===== config.mk =====
export PLATFORM = sky130hd
export DESIGN_NAME = led_lamp_color_store
export DESIGN_NICKNAME = d
export VERILOG_FILES = /design/src/sv/lcs_pkg.sv /design/src/sv/lcs_ram.sv /design/src/sv/lcs_ctrl.sv /design/src/sv/lcs_datapath.sv /design/src/sv/led_lamp_color_store.sv
export SDC_FILE = /design/constraint.sdc
export NUM_CORES = 2
export LEC_CHECK = 0
export BUFFER_PORTS_ARGS = -buffer_cell sky130_fd_sc_hd__buf_2
export CAP_MARGIN = 20
export CORE_MARGIN = 5
export CORE_UTILIZATION = 35
export DETAILED_ROUTE_END_ITERATION = 12
export GPL_ROUTABILITY_DRIVEN = 0
export SYNTH_ARGS = -nofsm -noshare
export SYNTH_HDL_FRONTEND = slang
export SYNTH_SLANG_ARGS = --single-unit
export TNS_END_PERCENT = 10

===== constraint.sdc =====
create_clock -name clock -period 6.7 [get_ports clock]
set_input_delay 0.335 -clock clock [delete_from_list [all_inputs] [get_ports clock]]
set_output_delay 0.335 -clock clock [all_outputs]
set_load 0.01 [all_outputs]

===== src/sv/lcs_pkg.sv =====
`timescale 1ns / 1ps

package lcs_pkg;

   localparam int LAMP_COUNT_DEF = 31;

   localparam int ID_W        = 16;
   localparam int CHAN_W      = 8;
   localparam int LED_INDEX_W = 5;
   localparam int COLOR_W     = 3 * CHAN_W;

   localparam int ACTION_W = 2;
   typedef enum logic [ACTION_W-1:0] {
      ACT_SET_LAMP  = 2'd0,
      ACT_SET_RANGE = 2'd1,
      ACT_APPLY     = 2'd2,
      ACT_CONTROL   = 2'd3
   } action_type;

   localparam int CSR_INDEX_W = 2;
   localparam int CSR_DATA_W  = 8;
   localparam logic [CSR_INDEX_W-1:0] CSR_LIGHT_LIMIT  = 2'd0;
   localparam logic [CSR_INDEX_W-1:0] CSR_LAMPS_ENABLE = 2'd1;
   localparam logic [CSR_INDEX_W-1:0] CSR_DARKER_GAP   = 2'd2;

   localparam logic [CHAN_W-1:0] LIGHT_LIMIT_RST  = 8'd255;
   localparam logic              LAMPS_ENABLE_RST = 1'b1;
   localparam logic              DARKER_GAP_RST   = 1'b0;

   // request beat layout
   localparam int REQ_DATA_W     = 72;
   localparam int REQ_LAMP_ID_LO = 0;
   localparam int REQ_RANGE_LO   = 16;
   localparam int REQ_RED_LO     = 32;
   localparam int REQ_GREEN_LO   = 40;
   localparam int REQ_BLUE_LO    = 48;
   localparam int REQ_INTEN_LO   = 56;
   localparam int REQ_APPLY_BIT  = 64;
   localparam int REQ_AUTO_BIT   = 65;
   localparam int REQ_LINK_BIT   = 66;

   // response beat layout
   localparam int RSP_DATA_W   = 32;
   localparam int RSP_USED_W   = LED_INDEX_W + COLOR_W;

   typedef struct packed {
      logic load_item;
      logic decode;
      logic fill_write;
      logic set_auto;
      logic apply_start;
      logic apply_run;
      logic clear_dirty;
   } cmd_type;

   typedef struct packed {
      action_type action;
      logic       autonomous;
      logic       apply_ok;
      logic       dirty;
      logic       apply_after;
      logic       fill_last;
      logic       apply_done;
   } status_type;

   // floor(x / 255), exact for any x up to 255 * 255 (any product of two 8-bit values)
   function automatic logic [CHAN_W-1:0] div255(input logic [2*CHAN_W-1:0] x);
      logic [2*CHAN_W:0] t;
      t = (2*CHAN_W+1)'(x) + (2*CHAN_W+1)'(x[2*CHAN_W-1:CHAN_W]) + (2*CHAN_W+1)'(1);
      return t[2*CHAN_W-1:CHAN_W];
   endfunction

endpackage


===== src/sv/lcs_ram.sv =====
`timescale 1ns / 1ps

module lcs_ram #(
   parameter int WIDTH = 24,
   parameter int DEPTH = 31
) (
   input  logic                             clock,
   input  logic                             we,
   input  logic [$clog2(DEPTH)-1:0]         waddr,
   input  logic [WIDTH-1:0]                 wdata,
   input  logic                             re,
   input  logic [$clog2(DEPTH)-1:0]         raddr,
   output logic [WIDTH-1:0]                 rdata
);

   logic [WIDTH-1:0] mem_ff [DEPTH];
   logic [WIDTH-1:0] rdata_ff;

   always_ff @(posedge clock) begin
      if (we) begin
         mem_ff[waddr] <= wdata;
      end
      if (re) begin
         rdata_ff <= mem_ff[raddr];
      end
   end

   assign rdata = rdata_ff;

endmodule


===== src/sv/lcs_ctrl.sv =====
`timescale 1ns / 1ps

module lcs_ctrl (
   input  logic                clock,
   input  logic                reset,
   input  logic                req_tvalid,
   output logic                req_tready,
   input  lcs_pkg::status_type status,
   output lcs_pkg::cmd_type    cmd
);
   import lcs_pkg::*;

   typedef enum logic [1:0] {
      ST_IDLE,
      ST_DECODE,
      ST_FILL,
      ST_APPLY
   } state_type;

   state_type state_ff;
   state_type state_in;

   always_comb begin
      state_in = state_ff;
      cmd      = '0;
      case (state_ff)
         ST_IDLE: begin
            if (req_tvalid) begin
               cmd.load_item = 1'b1;
               state_in      = ST_DECODE;
            end
         end
         ST_DECODE: begin
            cmd.decode = 1'b1;
            case (status.action)
               ACT_SET_LAMP, ACT_SET_RANGE: begin
                  state_in = status.autonomous ? ST_IDLE : ST_FILL;
               end
               ACT_APPLY: begin
                  if (status.apply_ok && status.dirty) begin
                     cmd.apply_start = 1'b1;
                     state_in        = ST_APPLY;
                  end else begin
                     state_in = ST_IDLE;
                  end
               end
               default: begin
                  cmd.set_auto = 1'b1;
                  state_in     = ST_IDLE;
               end
            endcase
         end
         ST_FILL: begin
            cmd.fill_write = 1'b1;
            if (status.fill_last) begin
               if ((status.action == ACT_SET_RANGE || status.apply_after)
                   && status.apply_ok) begin
                  cmd.apply_start = 1'b1;
                  state_in        = ST_APPLY;
               end else begin
                  state_in = ST_IDLE;
               end
            end
         end
         ST_APPLY: begin
            cmd.apply_run = 1'b1;
            if (status.apply_done) begin
               cmd.clear_dirty = 1'b1;
               state_in        = ST_IDLE;
            end
         end
         default: begin
            state_in = ST_IDLE;
         end
      endcase
   end

   always_ff @(posedge clock) begin
      if (reset) begin
         state_ff <= ST_IDLE;
      end else begin
         state_ff <= state_in;
      end
   end

   assign req_tready = (state_ff == ST_IDLE);

endmodule


===== src/sv/lcs_datapath.sv =====
`timescale 1ns / 1ps

module lcs_datapath #(
   parameter int LAMP_COUNT = lcs_pkg::LAMP_COUNT_DEF
) (
   input  logic                               clock,
   input  logic                               reset,
   input  logic [lcs_pkg::REQ_DATA_W-1:0]     req_tdata,
   input  logic [lcs_pkg::ACTION_W-1:0]       req_tuser,
   input  lcs_pkg::cmd_type                   cmd,
   output lcs_pkg::status_type                status,
   input  logic                               csr_we,
   input  logic [lcs_pkg::CSR_INDEX_W-1:0]    csr_index,
   input  logic [lcs_pkg::CSR_DATA_W-1:0]     csr_wdata,
   output logic                               rsp_tvalid,
   input  logic                               rsp_tready,
   output logic [lcs_pkg::RSP_DATA_W-1:0]     rsp_tdata,
   output logic                               rsp_tlast
);
   import lcs_pkg::*;

   localparam int IDX_W = $clog2(LAMP_COUNT);
   localparam int CNT_W = $clog2(LAMP_COUNT + 1);
   localparam logic [IDX_W-1:0] LAST_IDX = IDX_W'(LAMP_COUNT - 1);

   // item registers
   action_type        action_ff;
   logic [ID_W-1:0]   lamp_id_ff;
   logic [ID_W-1:0]   range_end_ff;
   logic [CHAN_W-1:0] red_ff, green_ff, blue_ff, inten_ff;
   logic              apply_after_ff, auto_req_ff, link_ff;

   // block state and configuration
   logic              dirty_ff, auto_mode_ff;
   logic [CHAN_W-1:0] light_limit_ff;
   logic              lamps_enable_ff, darker_gap_ff;
   logic [LAMP_COUNT-1:0] written_ff;

   // fill
   logic [COLOR_W-1:0] color_ff;
   logic [IDX_W-1:0]   wr_ptr_ff, hi_ff;
   logic [IDX_W-1:0]   lo_c, hi_c, lo_in, hi_in;

   // apply pipeline
   logic [CNT_W-1:0]   rd_ptr_ff;
   logic               s1_valid_ff, s1_written_ff;
   logic [IDX_W-1:0]   s1_lamp_ff;
   logic [COLOR_W-1:0] ram_rdata, stored;
   logic               advance, issue;
   logic [IDX_W-1:0]   rd_idx;

   logic                   rsp_valid_ff, rsp_last_ff;
   logic [LED_INDEX_W-1:0] rsp_led_ff, led_in;
   logic [COLOR_W-1:0]     rsp_color_ff, color_out_in, color_prod_in;
   logic [IDX_W-1:0]       led_diff;
   logic [IDX_W+LED_INDEX_W-1:0] led_ext;

   always_ff @(posedge clock) begin
      if (cmd.load_item) begin
         action_ff      <= action_type'(req_tuser);
         lamp_id_ff     <= req_tdata[REQ_LAMP_ID_LO +: ID_W];
         range_end_ff   <= req_tdata[REQ_RANGE_LO +: ID_W];
         red_ff         <= req_tdata[REQ_RED_LO +: CHAN_W];
         green_ff       <= req_tdata[REQ_GREEN_LO +: CHAN_W];
         blue_ff        <= req_tdata[REQ_BLUE_LO +: CHAN_W];
         inten_ff       <= req_tdata[REQ_INTEN_LO +: CHAN_W];
         apply_after_ff <= req_tdata[REQ_APPLY_BIT];
         auto_req_ff    <= req_tdata[REQ_AUTO_BIT];
         link_ff        <= req_tdata[REQ_LINK_BIT];
      end
   end

   // clamp, swap; a single lamp uses lamp_id for both ends
   always_comb begin
      lo_c = (lamp_id_ff < ID_W'(LAMP_COUNT)) ? lamp_id_ff[IDX_W-1:0] : LAST_IDX;
      hi_c = (range_end_ff < ID_W'(LAMP_COUNT)) ? range_end_ff[IDX_W-1:0] : LAST_IDX;
      if (action_ff == ACT_SET_LAMP) begin
         lo_in = lo_c;
         hi_in = lo_c;
      end else if (hi_c < lo_c) begin
         lo_in = hi_c;
         hi_in = lo_c;
      end else begin
         lo_in = lo_c;
         hi_in = hi_c;
      end
      color_prod_in = {div255(16'(blue_ff) * 16'(inten_ff)),
                       div255(16'(green_ff) * 16'(inten_ff)),
                       div255(16'(red_ff) * 16'(inten_ff))};
   end

   always_ff @(posedge clock) begin
      if (cmd.decode) begin
         color_ff  <= color_prod_in;
         wr_ptr_ff <= lo_in;
         hi_ff     <= hi_in;
      end else if (cmd.fill_write) begin
         wr_ptr_ff <= wr_ptr_ff + IDX_W'(1);
      end
   end

   always_ff @(posedge clock) begin
      if (reset) begin
         dirty_ff        <= 1'b1;
         auto_mode_ff    <= 1'b0;
         written_ff      <= '0;
         light_limit_ff  <= LIGHT_LIMIT_RST;
         lamps_enable_ff <= LAMPS_ENABLE_RST;
         darker_gap_ff   <= DARKER_GAP_RST;
      end else begin
         if (cmd.fill_write) begin
            written_ff[wr_ptr_ff] <= 1'b1;
            dirty_ff              <= 1'b1;
         end else if (cmd.clear_dirty) begin
            dirty_ff <= 1'b0;
         end
         if (cmd.set_auto) begin
            auto_mode_ff <= auto_req_ff;
         end
         if (csr_we) begin
            case (csr_index)
               CSR_LIGHT_LIMIT:  light_limit_ff  <= csr_wdata;
               CSR_LAMPS_ENABLE: lamps_enable_ff <= csr_wdata[0];
               CSR_DARKER_GAP:   darker_gap_ff   <= csr_wdata[0];
               default: ;
            endcase
         end
      end
   end

   assign advance = !rsp_valid_ff || rsp_tready;
   assign issue   = cmd.apply_run && advance && (rd_ptr_ff < CNT_W'(LAMP_COUNT));
   assign rd_idx  = rd_ptr_ff[IDX_W-1:0];

   lcs_ram #(
      .WIDTH (COLOR_W),
      .DEPTH (LAMP_COUNT)
   ) u_store (
      .clock (clock),
      .we    (cmd.fill_write),
      .waddr (wr_ptr_ff),
      .wdata (color_ff),
      .re    (issue),
      .raddr (rd_idx),
      .rdata (ram_rdata)
   );

   always_ff @(posedge clock) begin
      if (reset) begin
         rd_ptr_ff   <= '0;
         s1_valid_ff <= 1'b0;
      end else begin
         if (cmd.apply_start) begin
            rd_ptr_ff <= '0;
         end else if (issue) begin
            rd_ptr_ff <= rd_ptr_ff + CNT_W'(1);
         end
         if (advance) begin
            s1_valid_ff <= issue;
         end
      end
   end

   always_ff @(posedge clock) begin
      if (issue) begin
         s1_lamp_ff    <= rd_idx;
         s1_written_ff <= written_ff[rd_idx];
      end
   end

   // unwritten lamps as black, limit scaling, gap dimming and LED index
   always_comb begin
      logic [CHAN_W-1:0] ch;
      stored = s1_written_ff ? ram_rdata : '0;
      for (int c = 0; c < 3; c++) begin
         ch = div255(16'(stored[c*CHAN_W +: CHAN_W]) * 16'(light_limit_ff));
         if (darker_gap_ff && s1_lamp_ff[0]) begin
            ch = ch >> 2;
         end
         color_out_in[c*CHAN_W +: CHAN_W] = ch;
      end
      led_diff = LAST_IDX - s1_lamp_ff;
      led_ext  = (IDX_W+LED_INDEX_W)'(led_diff);
      led_in   = led_ext[LED_INDEX_W-1:0];
   end

   always_ff @(posedge clock) begin
      if (reset) begin
         rsp_valid_ff <= 1'b0;
      end else if (advance) begin
         rsp_valid_ff <= s1_valid_ff;
      end
   end

   always_ff @(posedge clock) begin
      if (advance && s1_valid_ff) begin
         rsp_led_ff   <= led_in;
         rsp_color_ff <= color_out_in;
         rsp_last_ff  <= (s1_lamp_ff == LAST_IDX);
      end
   end

   assign rsp_tvalid = rsp_valid_ff;
   assign rsp_tlast  = rsp_last_ff;
   assign rsp_tdata  = {(RSP_DATA_W-RSP_USED_W)'(0), rsp_color_ff, rsp_led_ff};

   always_comb begin
      status             = '0;
      status.action      = action_ff;
      status.autonomous  = auto_mode_ff;
      status.apply_ok    = lamps_enable_ff && !link_ff;
      status.dirty       = dirty_ff;
      status.apply_after = apply_after_ff;
      status.fill_last   = (wr_ptr_ff == hi_ff);
      status.apply_done  = advance && s1_valid_ff && (s1_lamp_ff == LAST_IDX);
   end

   a_no_fill_in_apply: assert property (@(posedge clock) disable iff (reset)
      !(cmd.fill_write && cmd.apply_run))
      else $error("store write during frame readout");

   a_stage_holds: assert property (@(posedge clock) disable iff (reset)
      s1_valid_ff && !advance |=> s1_valid_ff && $stable(s1_lamp_ff))
      else $error("read stage lost data on stall");

   a_done_last_beat: assert property (@(posedge clock) disable iff (reset)
      status.apply_done |=> rsp_valid_ff && rsp_last_ff)
      else $error("frame end not marked on output");

   a_fill_dirty: assert property (@(posedge clock) disable iff (reset)
      cmd.fill_write |=> dirty_ff)
      else $error("store write left store clean");

endmodule


===== src/sv/led_lamp_color_store.sv =====
`timescale 1ns / 1ps

// Lamp color store for a row of LAMP_COUNT lamps.
// req_*: one beat per command (tuser = action). Set lamp stores one scaled
//   color, set range fills a clamped span, apply emits a frame, control sets
//   autonomous mode. req_tready is high only while no command is in work.
// rsp_*: during apply one beat per lamp, lamp 0 first, tlast on the last lamp.
// csr_*: write-only registers (light limit, lamps enable, darker gap); the user must
//   write them only while the block is idle, the block itself does not enforce it.
// Command steps: accept, decode, then one store write per lamp of the span
//   (single store write port); apply reads the frame through the single store
//   read port, one lamp per cycle while the receiver takes beats.
// A frame's first beat passes decode (and the span fill after set lamp or
//   range), store read, output register; the rest one per cycle if not stalled.
// A stalled receiver freezes the readout pipeline; the output register keeps
//   its beat, and a new command is taken while the final beat waits.
// Reset: store reads as black, store marked dirty, autonomous mode off,
//   light limit 255, lamps enabled, darker gap off. No clearing pass.
module led_lamp_color_store #(
   parameter int LAMP_COUNT = lcs_pkg::LAMP_COUNT_DEF
) (
   input  logic                             clock,
   input  logic                             reset,
   input  logic                             req_tvalid,
   output logic                             req_tready,
   // lamp_id[15:0], range_end[31:16], red[39:32], green[47:40], blue[55:48],
   // intensity[63:56], apply_after[64], autonomous[65], game_link_active[66]
   input  logic [lcs_pkg::REQ_DATA_W-1:0]   req_tdata,
   // action[1:0]
   input  logic [lcs_pkg::ACTION_W-1:0]     req_tuser,
   output logic                             rsp_tvalid,
   input  logic                             rsp_tready,
   // led_index[4:0], out_red[12:5], out_green[20:13], out_blue[28:21]
   output logic [lcs_pkg::RSP_DATA_W-1:0]   rsp_tdata,
   output logic                             rsp_tlast,
   input  logic                             csr_we,
   input  logic [lcs_pkg::CSR_INDEX_W-1:0]  csr_index,
   input  logic [lcs_pkg::CSR_DATA_W-1:0]   csr_wdata
);
   import lcs_pkg::*;

   cmd_type    cmd;
   status_type status;

   lcs_ctrl u_ctrl (
      .clock      (clock),
      .reset      (reset),
      .req_tvalid (req_tvalid),
      .req_tready (req_tready),
      .status     (status),
      .cmd        (cmd)
   );

   lcs_datapath #(
      .LAMP_COUNT (LAMP_COUNT)
   ) u_datapath (
      .clock      (clock),
      .reset      (reset),
      .req_tdata  (req_tdata),
      .req_tuser  (req_tuser),
      .cmd        (cmd),
      .status     (status),
      .csr_we     (csr_we),
      .csr_index  (csr_index),
      .csr_wdata  (csr_wdata),
      .rsp_tvalid (rsp_tvalid),
      .rsp_tready (rsp_tready),
      .rsp_tdata  (rsp_tdata),
      .rsp_tlast  (rsp_tlast)
   );

endmodule

---- After elaboration in Yosys (flattened, before gate mapping) ----
Memory sizes are Yosys's and may differ from the RTL's. A register that Yosys moved wholly into a read port is not among the register bits.
Index checks and enable logic that the tools add are counted.
storage, ports and cells
  register bits after elaboration ......... 191
  bits in latches ......................... 0
  memory bits (writable) .................. 744
  bits in read-only memories .............. 0
  input bits .............................. 89
  logic and storage cells ................. 135
  memories kept ........................... 1
memory list
  name                       words  width  read ports  clocked after Yosys merged registers in  wr ports  line           RTL
  u_datapath.u_store.mem_ff  31     24     1           1                                        1         lcs_ram.sv:16  logic [WIDTH-1:0] mem_ff [DEPTH];
cells by class
  add/subtract/negate cells ............... 15
  multipliers ............................. 6
  divide/modulo/power cells ............... 0
  $lt $le $gt $ge ......................... 7
  eq/ne operators ......................... 12
  shift operators ......................... 0
  multiplexer cells ....................... 39
  bitwise operators ....................... 1
  reduce and logical (&&, ||, !) cells .... 25
operator list
  operator               number
  $add 16x1->16 const B  6
  $add 16x8->16          6
  $mul 8x8->16           6
  $mux 5                 8
  $lt 16x5->1 const B    2
  $or 31x31->31          1
  $mux 24                1
  $mux 6                 3
  $mux 1                 15
  $mux 2                 7
  $lt 5x6->1 const B     2
  $add 5x1->5 const B    2
  $logic_and 1x1->1      9
  $eq 2x2->1 const B     4
  $pmux 2 s4             1
  $eq 2x1->1 const B     3
  $logic_not 2->1        3
  $ne 2x2->1 const B     3
  $reduce_and 2->1       3
  $reduce_or 2->1        3
  $bmux 1 s5             1
  $demux 1 s5            1
  $eq 5x5->1             1
  $eq 5x5->1 const B     1
  other kinds (11)       13

---- Depth between registers and ports, before layout ----
  word-level depth ........................ 8
  gate-level depth with buffers ........... 29
  mapped depth without buffers ............ 27

---- Cells and area by module ----
From an unflattened synthesis, not the netlist that was laid out.
second synthesis, totals
  cells, all modules ...................... 3632
  area total of the unflattened synthesis .. 51513.2 sq um
modules (own cells, without submodules)
  module        times used  cells each  area an instance (sq um)  seq. area each (sq um)
  lcs_ram       1           1304        29114.2                   23062.1
  lcs_datapath  1           2298        22166.3                   5175.0
  lcs_ctrl      1           30          232.7                     40.0

---- Least setup slack after synthesis ----
No wires, ideal clock.
  path kind ............................... reg-to-reg
  start point ............................. register u_datapath.s1_written_ff
  end point ............................... register u_datapath.rsp_color_ff[4], data pin
  arrival ................................. 6811 ps
  setup slack ............................. -378 ps
  stages on the path, launching flop included .. 28
  path buffers ............................ 3
  clock period less this slack ............ 7078 ps
  path through ............................ edfxtp_1 > clkbuf_1 > clkbuf_1 > clkbuf_1 > nand3_1 > fa_1 > fa_1 > inv_1 > fa_1 > inv_1 > fa_1 > inv_1 > ha_1 > and2_4 > a221o_1 > o211a_1 > o21ai_1 > a21oi_1 > nor3_2 > inv_1 > ha_1 > nand2_1 > o21a_1 > o32ai_1 > o211ai_2 > a211oi_4 > a311o_1 > nand4_1
between the ends
  cells in the longest elaborated chain, start to end .. 5
RTL lines
  item                            line                 RTL
  start, declared                 lcs_datapath.sv:46   logic s1_valid_ff, s1_written_ff;
  start signal, assigned          lcs_datapath.sv:167  s1_written_ff <= written_ff[rd_idx];
  $mux 24                         lcs_datapath.sv:174  stored = s1_written_ff ? ram_rdata : '0;
  $mul 8x8->16                    lcs_datapath.sv:176  ch = div255(16'(stored[c*CHAN_W +: CHAN_W]) * 16'(light_limit_ff));
  $add 16x8->16                   lcs_pkg.sv:69        t = (2*CHAN_W+1)'(x) + (2*CHAN_W+1)'(x[2*CHAN_W-1:CHAN_W]) + (2*CHAN_W+1)'(1);
  $add 16x1->16                   lcs_pkg.sv:69
  $mux 6                          lcs_datapath.sv:177  if (darker_gap_ff && s1_lamp_ff[0]) begin
  via u_datapath.color_out_in[4]  lcs_datapath.sv:54   logic [COLOR_W-1:0] rsp_color_ff, color_out_in, color_prod_in;
  end signal, assigned            lcs_datapath.sv:198  rsp_color_ff <= color_out_in;
  end, declared                   lcs_datapath.sv:54
The timed path passes the listed nets, and every way through them passes these cells.
A chain may end at the register's enable or synchronous reset.

---- Final worst setup path ----
  start point ............................. register u_datapath.s1_written_ff
  end point ............................... register u_datapath.rsp_color_ff[2], data pin
The elaborated chain is that of the path after synthesis.

==> results_dict.tcl <==
set metrics [dict create \
    maxSlewHeadroom_pct 23.8 \
    reg2reg_slack_ps 190 \
    num-fill-cells 13300 \
    yosysSeqAreaShare_pct 55.0 \
    ys_seq_elements 959 \
    drtIter0Drc 1843 \
    startpoint "u_datapath.s1_written_ff" \
    grt_pass1_wl_mm 176 \
    h-tree-depth 3 \
    critPathKind "reg -> reg" \
    max_cap_viol_count 0 \
    antenna_found_initial 2 \
    initial_core_util_pct 35.3 \
    vias_per_cell 5.04 \
    holdCritPathClass "in -> reg" \
    grt_max_degree 74 \
    crit_buf_inv 7 \
    crit_slowest_cell "fa_1" \
    tritoncts "yes" \
    clkLatencyLatePin_ps 690 \
    multi_input_area_mm2 0.0220 \
    async_reset_ff_share_pct 0 \
    seqCellArea_mm2 0.0283 \
    tightest_slew_ps 1140 \
    syn_inst 3543 \
    first_pass_iters 7 \
    io_buffer_count 115 \
    dieArea_mm2 0.155 \
    setup_viol 0 \
    grt.total_usage_pct 14.6 \
    fin_crit_ps 6510 \
    gr-total-overflow 0 \
    io_pins 124 \
    hpwl_mm 71.5 \
    slowest_delay_ps 550 \
    synth.most_common_cell "edfxtp_1" \
    die_h_um 393 \
    synth_area_leaders "edfxtp_1, mux4_2, fa_1" \
    drc 0 \
    rsz0062_at_grt "true" \
    cp.arrival_ps 6940 \
    slew_viol_final 0 \
    die_x_um 393 \
    r2r_cells 27 \
    synth_cell_types 100 \
    cp_max_fo 5 \
    leakagePower_nw 22.4 \
    vias 29400 \
    synth_commonest_cells "edfxtp_1, inv_1, ha_1" \
    path_common_cell "fa_1" \
    synth_flop_cell "edfxtp_1" \
    path_depth 27 \
    area_growth_pct 16.6 \
    synth_edf_count 907 \
    place_area_mm2 0.0552 \
    clock_sinks 959 \
    critical_path.top_delay_family "adder cells" \
    power.total_mw 20.2 \
    layout-drive-gt1-share_pct 20.3 \
    drtAntennaViolNets 0 \
    synth_area_mm2 0.0514 \
    yosysWarnings 0 \
    r2r-start "u_datapath.s1_written_ff" \
    root_buffer "clkbuf_16" \
    cts_buffers 92 \
    status "complete, no violations" \
    clock_skew_ps 30.5 \
    core_area_mm2 0.146 \
    required_ps 7130 \
    irDropWorstVdd_v 0.000295 \
    syn_area_per_cell_um2 14.5 \
    hold_violations 0 \
    fin_area_mm2 0.0599 \
    pwr_density_cell_mw_per_mm2 338 \
    timing.hold.ws_ps 61.1 \
    synth_top_area_share_pct 53.0 \
    startpoint_type "flip-flop" \
    synth_top_cell_by_area "edfxtp_1" \
    wl_per_cell_um 19.5 \
    max_freq_ghz 0.154 \
    endpoint "u_datapath.rsp_color_ff[2]" \
    clockBufferDepth 3 \
    row_count 140 \
    rr_endpoint "u_datapath.rsp_color_ff[2]" \
    routed_wl_mm 114 \
    grt_pass1_vias 30400 \
    nets 4408 \
    cp-end-kind "flip-flop" \
    path_clk_slew_ps 70 \
    period_share_pct 97.2 \
]
-- logic make-up after synthesis --
kind of cell               count (synthesis)  share of synthesized area (%)
DFF                                      959                           55.0
buffers and inverters                    507                           3.73
and+or+nand+nor                          846                           8.69
adders and majority gates                487                           15.0
other                                      1                        0.00730
muxes                                    291                           11.1
xor gates and xnor gates                  97                           1.68
AOI/OAI and AO/OA                        355                           4.80
-- timing repair --
action,4_1_cts,5_1_grt
gates resized for setup,4,100
endpoints found under the hold margin,80,0
pin swaps,1,41
buffers inserted,0,14
hold buffers,80,0
setup endpoints to repair,2,39
cloned,0,5
-- flip-flops by register name, summed over array words and instances (netlist names), 16 cells and up --
| signal | flops |
|---|---|
| u_datapath.rsp_color_ff | 24 |
| u_datapath.lamp_id_ff | 16 |
| u_datapath.u_store.mem_ff | 744 |
| u_datapath.color_ff | 24 |
| u_datapath.u_store.rdata | 24 |
| u_datapath.range_end_ff | 16 |
| u_datapath.written_ff | 31 |
-- tightest hold or removal path: stages --
cell,delay [ps]
buf_2,120
nand3b_1,110
mux2i_1,80
nor2_1,70
-- layout by cell type, fill, tap and decap left out, types with 21 or more instances in the layout --
cell type      netlist  layout
buf_2                4     115
buf_4                3     109
a21o_1              33      32
nor2_1             175     140
mux2i_1             41      40
o21ai_0             69      65
edfxtp_1           907     907
ha_1               270     257
xnor2_1             57      53
o21a_1              21      21
fa_1               216     209
dlygate4sd3_1        0      80
xor2_1              39      38
and2_1             148     147
dfxtp_1             52      47
nor2_4               0      33
nand2_1            158     158
and3_1             178     176
a21oi_1             91      79
inv_1              368     364
mux4_2             219     219
clkbuf_16            0      99
mux2_2              31      31
nand3_1             63      62
-- power by group --
part | switching, mW | internal, mW
Sequential | 0.639 | 7.54
Combinational | 3.79 | 2.97
Clock | 2.29 | 2.99
-- layer usage --
layer  vias to the layer above  track usage [%]  part of all wire [%]
met3                       139             2.42                   4.5
met1                     15000             19.4                    44
met4                         0             2.49                   1.6
li1                      13700                -                     -
met5                         -                0                     0
met2                       565             25.5                    50
-- worst min-delay path by stage --
stage / from / to / slack, ps / depth (start not counted)
2_1_floorplan: u_datapath.rd_idx[2] / u_datapath.s1_lamp_ff[2] / 410 / 0
3_3_place_gp: u_datapath.dirty_ff / u_datapath.dirty_ff / 450 / 1
3_5_place_dp: u_datapath.dirty_ff / u_datapath.dirty_ff / 450 / 1
4_1_cts: csr_index[1] / u_datapath.darker_gap_ff / 10 / 4
5_1_grt: csr_index[1] / u_datapath.darker_gap_ff / 80 / 4
6_report: csr_index[1] / u_datapath.darker_gap_ff / 60 / 4
-- metrics by stage --
step                      instances  setup slack (ps)  utilization, %  TNS, ps
after floorplan                3545             -44.0               -    -47.4
after global placement         5548               112            37.8        0
after detailed placement       5553             -14.5            37.9    -14.5
after CTS                      5801              3.68            40.5        0
after global routing           5824             -78.5            41.1     -591
final                          5825               190            41.1        0
-- layout make-up --
class | instances | share of cell area (%)
Inverter | 369 | 2.31
Tap cell | 1917 | 4.00
Multi-Input combinational cell | 2079 | 36.7
Sequential cell | 959 | 47.2
Clock inverter | 59 | 1.09
Timing Repair Buffer | 332 | 4.68
Antenna cell | 1 | 0.00418
Clock buffer | 109 | 4.04
No activity file was read; power rests on OpenSTA's default activity.
